### config.mk
export PLATFORM = sky130hd
export DESIGN_NAME = bhq_cell
export DESIGN_NICKNAME = d
export VERILOG_FILES = /design/src/rtl/bhq_pkg.sv /design/src/rtl/bhq_cell.sv
export SDC_FILE = /design/constraint.sdc
export NUM_CORES = 1
export LEC_CHECK = 0
export ABC_CLOCK_PERIOD_IN_PS = 3990
export BUFFER_PORTS_ARGS = -buffer_cell sky130_fd_sc_hd__buf_2
export CAP_MARGIN = 20
export CELL_PAD_IN_SITES_DETAIL_PLACEMENT = 1
export CELL_PAD_IN_SITES_GLOBAL_PLACEMENT = 1
export CORE_MARGIN = 5
export CORE_UTILIZATION = 33
export CTS_BUF_LIST = sky130_fd_sc_hd__clkbuf_8
export CTS_CLUSTER_DIAMETER = 150
export DETAILED_ROUTE_END_ITERATION = 10
export PLACE_DENSITY_LB_ADDON = 0.1
export SYNTH_ARGS = -nofsm -noshare
export SYNTH_HDL_FRONTEND = slang
export SYNTH_SLANG_ARGS = --single-unit
### constraint.sdc
create_clock -name clk_i -period 3.99 [get_ports clk_i]
set_input_delay 0.798 -clock clk_i [delete_from_list [all_inputs] [get_ports clk_i]]
set_output_delay 0.798 -clock clk_i [all_outputs]
set_load 0.01 [all_outputs]
### src/rtl/bhq_pkg.sv
// ----------------------------------------------------------------------------
// bhq_pkg: shared types and constants of the max priority queue
// Data widths, operation and status codes, and the per-cell control word.
// ----------------------------------------------------------------------------
package bhq_pkg;

  localparam int DataW   = 32;
  localparam int OccW    = 8;
  localparam int StatusW = 2;

  typedef enum logic {
    ModeInsert = 1'b0,
    ModeDelete = 1'b1
  } mode_e;

  typedef enum logic [StatusW-1:0] {
    StOk    = 2'd0,
    StEmpty = 2'd1,
    StFull  = 2'd2
  } status_e;

  // Broadcast to every cell of the chain for one transaction.
  typedef struct packed {
    logic insert;
    logic remove;
  } cell_ctl_t;

endpackage

### src/rtl/bhq_cell.sv
// ----------------------------------------------------------------------------
// bhq_cell: one slot of the sorted queue chain
// Holds one value; on insert it keeps, takes the new value or takes its upper
// neighbor's value; on delete it takes its lower neighbor's value.
// ----------------------------------------------------------------------------
module bhq_cell (
  input  logic                                clk_i,
  input  bhq_pkg::cell_ctl_t                  ctl_i,
  input  logic signed [bhq_pkg::DataW-1:0]    item_i,
  input  logic signed [bhq_pkg::DataW-1:0]    prev_value_i,
  input  logic signed [bhq_pkg::DataW-1:0]    next_value_i,
  input  logic                                prev_ge_i,
  input  logic                                prev_occ_i,
  input  logic                                occ_i,
  output logic signed [bhq_pkg::DataW-1:0]    value_o,
  output logic                                ge_o
);
  import bhq_pkg::*;

  logic signed [DataW-1:0] value_d, value_q;

  // This slot is occupied and already at least as large as the new value.
  assign ge_o    = occ_i && (value_q >= item_i);
  assign value_o = value_q;

  always_comb begin
    value_d = value_q;
    if (ctl_i.insert && prev_occ_i) begin
      if (ge_o) begin
        value_d = value_q;
      end else if (prev_ge_i) begin
        value_d = item_i;
      end else begin
        value_d = prev_value_i;
      end
    end else if (ctl_i.remove && occ_i) begin
      value_d = next_value_i;
    end
  end

  always_ff @(posedge clk_i) begin
    value_q <= value_d;
  end

endmodule

# Word level (Yosys, flattened, before mapping)
# Cells that the tools add are included.
# totals
wordCells	12
n_memories	0
mem_bits_rw	0
regBits	32
latchBits	0
mem_bits_ro	0
# op_classes
magnitude_cmp	1
n_mul	0
div	0
n_shift	0
bitwise_logic	0
n_eq_ne	1
add_sub_neg	0
reduce_logical	5
n_mux	4
# ops
cell	n
$mux 32	4
$ge 32x32->1	1
$logic_and 1x1->1	3
$ne 2x2->1 const B	1
$reduce_and 2->1	1
$reduce_bool 2->1	1

# Logic depth before layout (Yosys ltp)
# Gate-level depths: netlist of the first run.
# depth
ltp_word	4
depth_mapped	8
mapped_depth_nobuf	8

# Worst setup path before layout of the first run
# No wires, ideal clock.
# synth_timing
kind	in2reg
start	input item_i[14] in the netlist's numbering
end	register value_q[0] (netlist: value_o[0]), enable pin
path_buffers	0
arrival_time_ns	3.084
slack_ns	0.515
stages	8
required_time_ns	3.599
cell_sequence	inv_1 ha_1 and4_4 a211oi_2 o31ai_1 o41ai_1 mux2i_1 a31o_1
# synth_between
elab_chain_len	4
# synth_rtl
item	line_no	source
start: declaration	bhq_cell.sv:9	input logic signed [bhq_pkg::DataW-1:0] item_i,
$ge 32x32->1	bhq_cell.sv:23	assign ge_o = occ_i && (value_q >= item_i);
$logic_and 1x1->1	bhq_cell.sv:23	
$ne 2x2->1 (no source line)	--	
$reduce_and 2->1 (no source line)	--	
end signal: assignment	bhq_cell.sv:42	value_q <= value_d;
end: declaration	bhq_cell.sv:20	logic signed [DataW-1:0] value_d, value_q;
# No other way between the ends.
# A chain may end at the register's enable or synchronous reset.

# Worst setup path after layout of the first run
# layout_timing
start	input item_i[14] in the netlist's numbering
end	output ge_o
# layout_between
elab_chain_len	2
# layout_rtl
item	line_no	source
$ge 32x32->1	bhq_cell.sv:23	
$logic_and 1x1->1	bhq_cell.sv:23	
end: declaration	bhq_cell.sv:16	output logic ge_o
# No other way between the ends.

==> results of run 1 <==
[how the worst min path moves through the flow]
stage | slack [ns] | to
floorplan | 0.99 | value_o[0]
global placement | 1.07 | value_o[27]
detailed placement | 1.08 | value_o[0]
CTS | 0.78 | value_o[0]
global route | 0.79 | value_o[4]
finish | 0.80 | value_o[0]
[layout by cell type (no fill, tap or decap), drive strengths merged, types with 2 or more instances in the layout]
| master | count |
|---|---|
| mux2i | 33 |
| clkbuf | 5 |
| ha | 32 |
| nor2b | 2 |
| nand3 | 3 |
| o31ai | 2 |
| a21o | 2 |
| o21ai | 36 |
| inv | 32 |
| a21oi | 12 |
| buf | 137 |
| a211oi | 2 |
| edfxtp | 32 |
| nor2 | 2 |
| nor4 | 2 |
| nand2 | 40 |
| nand4 | 6 |
| a21boi | 2 |
[power by group]
group / switching (mW) / total [mW] / internal [mW] / leakage, nW
clock network: 0.111 / 0.223 / 0.112 / 0.0359
registers: 0.0167 / 0.431 / 0.414 / 0.308
logic: 0.153 / 0.286 / 0.133 / 1.40
[final cells by class]
type | count | area [um^2] | share of cell area (%)
multi-input cells | 185 | 1350 | 40.6
clock buffers | 5 | 68.8 | 2.08
flip-flops and latches | 32 | 961 | 29.0
repair buffers | 137 | 693 | 20.9
well taps | 99 | 124 | 3.74
inverters | 32 | 120 | 3.63
[layer usage]
metal | GRT usage (%) | part of all wire (%)
met1 | 17.1 | 40
met2 | 29.3 | 51
met3 | 4.57 | 7.5
met4 | 4.67 | 0.94
met5 | 0 | 0.29
[cell families (layout without fill, tap and decap cells)]
group / Yosys count / count (layout) / share of synthesized area, %
AOI/OAI and AO/OA: 61 / 61 / 14.0
adders and majority gates: 32 / 32 / 16.2
buffers and inverters: 43 / 174 / 6.69
DFF: 32 / 32 / 38.9
muxes: 33 / 33 / 13.4
and+or+nand+nor: 59 / 59 / 10.7
[critical path, stage by stage]
cell	delay [ns]
buf_2	0.09
inv_1	0.04
ha_1	0.32
and4_4	0.21
a211oi_2	0.21
o31ai_1	0.10
o41ai_1	0.43
mux2i_1	0.28
a21boi_0	0.13
buf_2	0.16
==> impl_metrics.json, run 1 <==
{
  "outcome": "finished clean",
  "period_share_pct": 89.2,
  "fillers": 913,
  "yosysMostFrequentCell": "nand2_1",
  "postCtsSetupRepairBufs": 0,
  "dpl.cell_count": 485,
  "leakagePower_nw": 1.75,
  "maxCapViolCount": 0,
  "fin_worst_skew_ns": 0.00352,
  "fin_area_um2": 3310,
  "yosysUniqueCellTypes": 28,
  "timing_hold_violations_final": 0,
  "largest_reg_flops": 32,
  "dr_total_vias": 2337,
  "final_cells": 490,
  "max_clock_freq_mhz": 281,
  "crit_fanout": 3,
  "fin_setup_tns_ns": 0,
  "drt.antenna.violating_nets": 0,
  "core.rowCount": 31,
  "fin_ws_ns": 0.433,
  "yosys_warnings": 0,
  "hpwl_mm": 5.91,
  "worst_slew_pin_slew_ns": 1.03,
  "setup.worst_path.start": "item_i[14]",
  "syn_nets": 394,
  "grt_max_degree": 65,
  "htreeDepth": 2,
  "crit_type": "input pin to primary output",
  "initial_utilization_pct": 34.0,
  "drt_first_pass_iters": 4,
  "avgRoutedWirePerCell_um": 14.7,
  "post_synth_inst_count": 260,
  "hp-class": "input pin to register",
  "placed_area_um2": 3240,
  "antenna_cells": 0,
  "core_area_um2": 7250,
  "vdd_drop_max_v": 0.000125,
  "syn-cell-area_um2": 2470,
  "endpoint": "ge_o",
  "r2r_slack_ns": 1.25,
  "cts_buffer_depth": 2,
  "ff2ff_path_depth": 8,
  "die_y_um": 96.5,
  "gp_congestion": 0.790,
  "clk_latency_ns": 0.27,
  "totalWireLength_mm": 7.21,
  "antenna_found_initial": 2,
  "root_buffer": "clkbuf_8",
  "worstHoldStart": "next_value_i[0]",
  "clkTransAtPathRegs_ns": 0.06,
  "drive_gt1_share_pct": 37.6,
  "hold_depth": 3,
  "synth_common_cells": "40 x nand2_1, 36 x o21ai_0, 33 x mux2i_1",
  "cts_hold_buf": 0,
  "r2r-end": "value_o[14]",
  "yosysTopAreaCellShare_pct": 38.9,
  "grt_usage_pct": 15.7,
  "drt_iter0_markers": 45,
  "cts_resized": 0,
  "required_ns": 3.19,
  "yosys_register_bits": 32,
  "ys_seq_area_share_pct": 38.9,
  "synth_edf_count": 32,
  "ys.flop_type": "edfxtp_1",
  "slew_headroom_pct": 31.6,
  "grt.overflow.total": 0,
  "drv_slew": 0,
  "ios": 135,
  "r2r-start": "value_o[14]",
  "io_buffers": 134,
  "finalSetupViolCount": 0,
  "cts_buffers": 5,
  "crit_path_start_kind": "input pin",
  "synth_area_leader_cell": "edfxtp_1",
  "endpoint_kind": "primary output",
  "hold_ws_ns": 0.801,
  "fin_nets": 527,
  "syn2layout_area_growth_pct": 34.2,
  "dieArea_um2": 9310,
  "rsz0062_at_grt": "no",
  "cts_num_sinks": 32,
  "synth_area_leaders": "edfxtp_1 39%, ha_1 16%, mux2i_1 13%, o21ai_0 7.3%, nand2_1 6.1%",
  "finalPower_mw": 0.941,
  "die_w_um": 96.5,
  "finish.utilization_pct": 45.7,
  "preCtsSetupSlack_ns": 0.415,
  "fin_crit_ns": 3.56,
  "grt_pass1_vias": 2484,
  "powerDensity_nw_per_um2": 284,
  "remaining_drc_errors": 0,
  "async_reset_ff_share_pct": 0,
  "grt_pass1_wl_mm": 11.2,
  "synth_area_per_cell_um2": 9.49,
  "viasPerCell": 4.77,
  "tritoncts": "yes",
  "critPathArrivalTime_ns": 2.76
}
Power figures use the tool's default switching activity.
==> run 2: changes to the inputs <==
RECOVER_POWER = 50   (was not set)
==> run 2 against run 1 <==
Effect of this change: global-route usage is the same; the run now ends with max-capacitance violations, max-slew violations left; die area unchanged; combinational power down 2%; final cell count did not move; wire length about the same; sequential cell count unchanged; clock skew is essentially flat; critical path depth stayed put; power fell by 0.59%; first-iteration DRC count shrank 16%; design area shrank 1.2%.
==> impl_metrics.json, run 2 (same netlist as run 1, synthesis figures left out) <==
{
  "postCtsSetupRepairBufs": 0,
  "setup.worst_path.start": "item_i[14]",
  "r2r_slack_ns": 1.24,
  "hp-class": "input pin to register",
  "endpoint": "ge_o",
  "critPathArrivalTime_ns": 2.76,
  "totalWireLength_mm": 7.21,
  "drt_first_pass_iters": 4,
  "io_buffers": 134,
  "clk_latency_ns": 0.27,
  "cp.depth": 10,
  "ff2ff_path_depth": 8,
  "critPathTopFamily": "compound AO/OA/AOI/OAI gates",
  "antenna_found_initial": 2,
  "powerDensity_nw_per_um2": 286,
  "clkTransAtPathRegs_ns": 0.06,
  "die_y_um": 96.5,
  "period_share_pct": 89.2,
  "crit_top_cell": "buf_2",
  "finalSetupViolCount": 0,
  "fin_worst_skew_ns": 0.00319,
  "critPathBufInv": 3,
  "core_area_um2": 7250,
  "max_clock_freq_mhz": 281,
  "crit_type": "input pin to primary output",
  "final_cell_mix": "101 x buf_2, 39 x nand2_1, 36 x o21ai_0",
  "cts_resized": 0,
  "rsz0062_at_grt": "no",
  "drt_iter0_markers": 38,
  "core.rowCount": 31,
  "initial_utilization_pct": 34.0,
  "largest_reg_flops": 32,
  "dieArea_um2": 9310,
  "worst_slew_pin_slew_ns": 2.46,
  "hpwl_mm": 5.91,
  "slowest_stage": "o41ai_1",
  "htreeDepth": 2,
  "ios": 135,
  "crit_fanout": 3,
  "remaining_drc_errors": 0,
  "fin_setup_tns_ns": 0,
  "syn2layout_area_growth_pct": 32.5,
  "r2r-end": "value_o[14]",
  "cts_buffers": 5,
  "final_common_cell": "buf_2",
  "path_cells": "buf_2 > inv_1 > ha_1 > and4_4 > a211oi_2 > o31ai_1 > o41ai_1 > mux2i_1 > a21boi_0 > buf_2",
  "required_ns": 3.19,
  "r2r-start": "value_o[14]",
  "grtUsageMet2_pct": 29.3,
  "drt.antenna.violating_nets": 0,
  "avgRoutedWirePerCell_um": 14.7,
  "drive_gt1_share_pct": 29.2,
  "viasPerCell": 4.76,
  "grt_usage_pct": 15.7,
  "finish.utilization_pct": 45.1,
  "maxCapViolCount": 1,
  "grt.overflow.total": 0,
  "violations": "max-capacitance violations, max-slew violations",
  "antenna_cells": 0,
  "slowest_delay_ns": 0.43,
  "endpoint_kind": "primary output",
  "root_buffer": "clkbuf_8",
  "outcome": "finished with violations",
  "crit_path_start_kind": "input pin",
  "slew_headroom_pct": -64.0,
  "grt_use_met1_pct": 17.1,
  "cts_num_sinks": 32,
  "hold_ws_ns": 0.801,
  "timing_hold_violations_final": 0,
  "fin_nets": 527,
  "use_met3_pct": 4.57,
  "gp_congestion": 0.790,
  "grt_max_degree": 65,
  "die_w_um": 96.5,
  "dr_total_vias": 2331,
  "vdd_drop_max_v": 0.000125,
  "grt_pass1_vias": 2484,
  "grt.busiest_layer": "met2",
  "cts_buffer_depth": 2,
  "leakagePower_nw": 1.65,
  "cts_hold_buf": 0,
  "drv_slew": 33,
  "grt_pass1_wl_mm": 11.2,
  "tritoncts": "yes",
  "fin_crit_ns": 3.56
}
[run 2: per-stage QoR]
step	worst slack (ns)	area, um^2	total power, mW	cells
after floorplan	0.515	2470	0.598	260
after global placement	0.538	3240	0.723	485
after detailed placement	0.415	3240	0.732	485
after CTS	0.405	3310	0.963	490
after global routing	0.257	3270	1.01	490
final	0.430	3270	0.935	490
[run 2: power by group]
group | switching [mW] | internal, mW | leakage (nW)
Sequential | 0.0176 | 0.415 | 0.308
Clock | 0.111 | 0.112 | 0.0359
Combinational | 0.153 | 0.127 | 1.31
[run 2: worst min path at each step]
stage	startpoint	end	slack, ns	cells past startpoint
after floorplan	next_value_i[0]	value_o[0]	0.99	2
after global placement	next_value_i[27]	value_o[27]	1.07	3
after detailed placement	next_value_i[0]	value_o[0]	1.08	3
after CTS	next_value_i[0]	value_o[0]	0.78	3
after global routing	next_value_i[4]	value_o[4]	0.79	3
final	next_value_i[0]	value_o[0]	0.80	3
[run 2: worst reg2reg max path, cell delays in order (launching register included)]
cell and delay, ns:
edfxtp_1 0.40, ha_1 0.33, and4_4 0.21, a211oi_2 0.21, o31ai_1 0.10, o41ai_1 0.43, mux2i_1 0.28, a31o_2 0.20
buf_4 0.28
[run 2: cell type report]
class,instances,area (um^2)
clock buffers,5,68.8
fillers,913,3980
inverters,32,120
multi-input cells,185,1350
flip-flops and latches,32,961
well taps,99,124
repair buffers,137,652
[run 2: per-layer routing]
metal | up-vias | wire length (um) | share of wire (%)
li1 | 1190 | - | -
met2 | 70 | 3690 | 51
met4 | 4 | 65 | 0.90
met5 | - | 21 | 0.29
met1 | 1059 | 2910 | 40
met3 | 8 | 527 | 7.3
==> run 3: changes to the inputs <==
CELL_PAD_IN_SITES_DETAIL_PLACEMENT = not set   (was 1)
CELL_PAD_IN_SITES_GLOBAL_PLACEMENT = not set   (was 1)
CORE_UTILIZATION = 40   (was 33)
CTS_CLUSTER_SIZE = 16   (was not set)
PLACE_DENSITY = 0.73   (was not set)
PLACE_DENSITY_LB_ADDON = not set   (was 0.1)
==> run 3 against run 2 <==
Effect of this change: the flow still finishes with violations (max-capacitance violations, max-slew violations); worst setup slack got worse by 0.082 ns; register-to-register slack got worse by 0.06 ns; utilization increased by 9.3 points; combinational power about the same; final cell count decreased by 4.9%; critical endpoint unchanged.
==> impl_metrics.json, run 3 (same netlist as run 1, synthesis figures left out) <==
{
  "power.internal_mw": 0.653,
  "endpoint_kind": "primary output",
  "antenna_found_initial": 0,
  "maxCapViolCount": 1,
  "largest_reg_flops": 32,
  "vdd_drop_max_v": 0.000132,
  "final_common_cell": "buf_2",
  "r2r-end": "value_o[4]",
  "critPathTopFamily": "compound AO/OA/AOI/OAI gates",
  "max_clock_freq_mhz": 275,
  "crit_fanout": 3,
  "core.rowCount": 28,
  "die_w_um": 88.6,
  "slew_headroom_pct": -58.6,
  "avgRoutedWirePerCell_um": 13.9,
  "p_switching_mw": 0.273,
  "r2r_slack_ns": 1.18,
  "p_clk_share_pct": 23.3,
  "slowest_stage": "o41ai_1",
  "dieArea_um2": 7840,
  "grt_pass1_vias": 2307,
  "root_buffer": "clkbuf_8",
  "tritoncts": "yes",
  "gp_congestion": 0.798,
  "grt.overflow.total": 0,
  "dr_total_vias": 2319,
  "crit_type": "input pin to primary output",
  "hp-class": "input pin to register",
  "fin_worst_skew_ns": 0.00481,
  "violations": "max-capacitance violations, max-slew violations",
  "r2r-start": "value_o[14]",
  "fin_nets": 527,
  "crit_top_cell": "buf_2",
  "core_area_um2": 5960,
  "preCtsSetupSlack_ns": 0.334,
  "outcome": "finished with violations",
  "drive_gt1_share_pct": 28.9,
  "path_cells": "buf_2 > inv_1 > ha_1 > and4_4 > a211oi_2 > o31ai_1 > o41ai_1 > mux2i_1 > a21boi_0 > buf_2",
  "io_buffers": 134,
  "grt_pass1_wl_mm": 10.0,
  "remaining_drc_errors": 0,
  "postCtsSetupRepairBufs": 0,
  "drt.antenna.violating_nets": 0,
  "worstHoldStart": "next_value_i[19]",
  "fin_setup_tns_ns": 0,
  "cts_buffers": 5,
  "crit_path_start_kind": "input pin",
  "initial_utilization_pct": 41.4,
  "cts_num_sinks": 32,
  "holdPathEnd": "value_o[19]",
  "rsz0062_at_grt": "no",
  "antenna_cells": 0,
  "drv_slew": 33,
  "clkTransAtPathRegs_ns": 0.06,
  "required_ns": 3.19,
  "viasPerCell": 4.98,
  "grt_max_degree": 35,
  "die_y_um": 88.6,
  "timing_hold_violations_final": 0,
  "syn2layout_area_growth_pct": 31.3,
  "fin_crit_ns": 3.64,
  "hold_depth": 3,
  "finalSetupViolCount": 0,
  "totalWireLength_mm": 6.47,
  "power.share.combinational_pct": 30.1,
  "leakagePower_nw": 1.65,
  "cts_resized": 0,
  "clk_latency_ns": 0.27,
  "fin_ws_ns": 0.348,
  "hpwl_mm": 5.33,
  "period_share_pct": 91.3,
  "p_sw_share_pct": 29.5,
  "ios": 135,
  "grt_usage_pct": 16.5,
  "cts_hold_buf": 0,
  "hold_ws_ns": 0.796,
  "htreeDepth": 2,
  "cts_buffer_depth": 2,
  "final_cell_mix": "101 x buf_2, 39 x nand2_1, 36 x o21ai_0",
  "worst_slew_pin_slew_ns": 2.38,
  "ff2ff_path_depth": 8,
  "critPathBufInv": 3,
  "powerDensity_nw_per_um2": 286,
  "drt_iter0_markers": 60,
  "pwr-share-seq_pct": 46.6,
  "drt_first_pass_iters": 5,
  "slowest_delay_ns": 0.46,
  "critPathArrivalTime_ns": 2.84
}
[run 3: how the worst max path moves through the flow]
| stage | slack [ns] | cells past startpoint | start | end |
|---|---|---|---|---|
| after floorplan | 0.51 | 8 | item_i[14] | value_o[0] |
| after global placement | 0.40 | 10 | item_i[14] | ge_o |
| after detailed placement | 0.33 | 10 | item_i[14] | ge_o |
| after CTS | 0.31 | 10 | item_i[14] | ge_o |
| after global routing | 0.11 | 10 | item_i[14] | ge_o |
| final | 0.35 | 10 | item_i[14] | ge_o |
[run 3: metrics by stage]
step | instance area (um^2) | util, % | instances | total power, mW
final | 3240 | 54.4 | 466 | 0.926
after global routing | 3240 | 54.4 | 466 | 0.999
after CTS | 3280 | 55.1 | 466 | 0.951
after detailed placement | 3210 | 53.9 | 461 | 0.728
after global placement | 3210 | 53.9 | 461 | 0.718
after floorplan | 2470 | - | 260 | 0.598
[run 3: worst register-to-register path: cells and delay by family, from the launching register on]
kind / cells / cell delay (ns)
DFF: 1 / 0.39
AOI/OAI and AO/OA: 4 / 0.97
buffers and inverters: 1 / 0.25
muxes: 1 / 0.34
and+or+nand+nor: 1 / 0.21
adders and majority gates: 1 / 0.32
[run 3: routing by layer]
layer,share of wire (%),track usage (%),up-vias
li1,-,-,1197
met1,42,20.4,1024
met5,0,0,-
met3,10,4.28,8
met2,47,28.1,90
met4,1.2,4.81,0
[run 3: layout make-up]
type                            count  area (um^2)
Clock buffer                        5         68.8
Tap cell                           75         93.8
Sequential cell                    32          961
Multi-Input combinational cell    185         1350
Fill cell                         588         2720
Timing Repair Buffer              137          652
Inverter                           32          120
[run 3: power groups by stage]
stage / sequential, mW / combinational [mW] / clock (mW)
finish: 0.431 / 0.279 / 0.216
floorplan: 0.453 / 0.145 / 0
CTS: 0.431 / 0.291 / 0.229
detailed placement: 0.438 / 0.290 / 0
global route: 0.436 / 0.322 / 0.242
global placement: 0.435 / 0.283 / 0
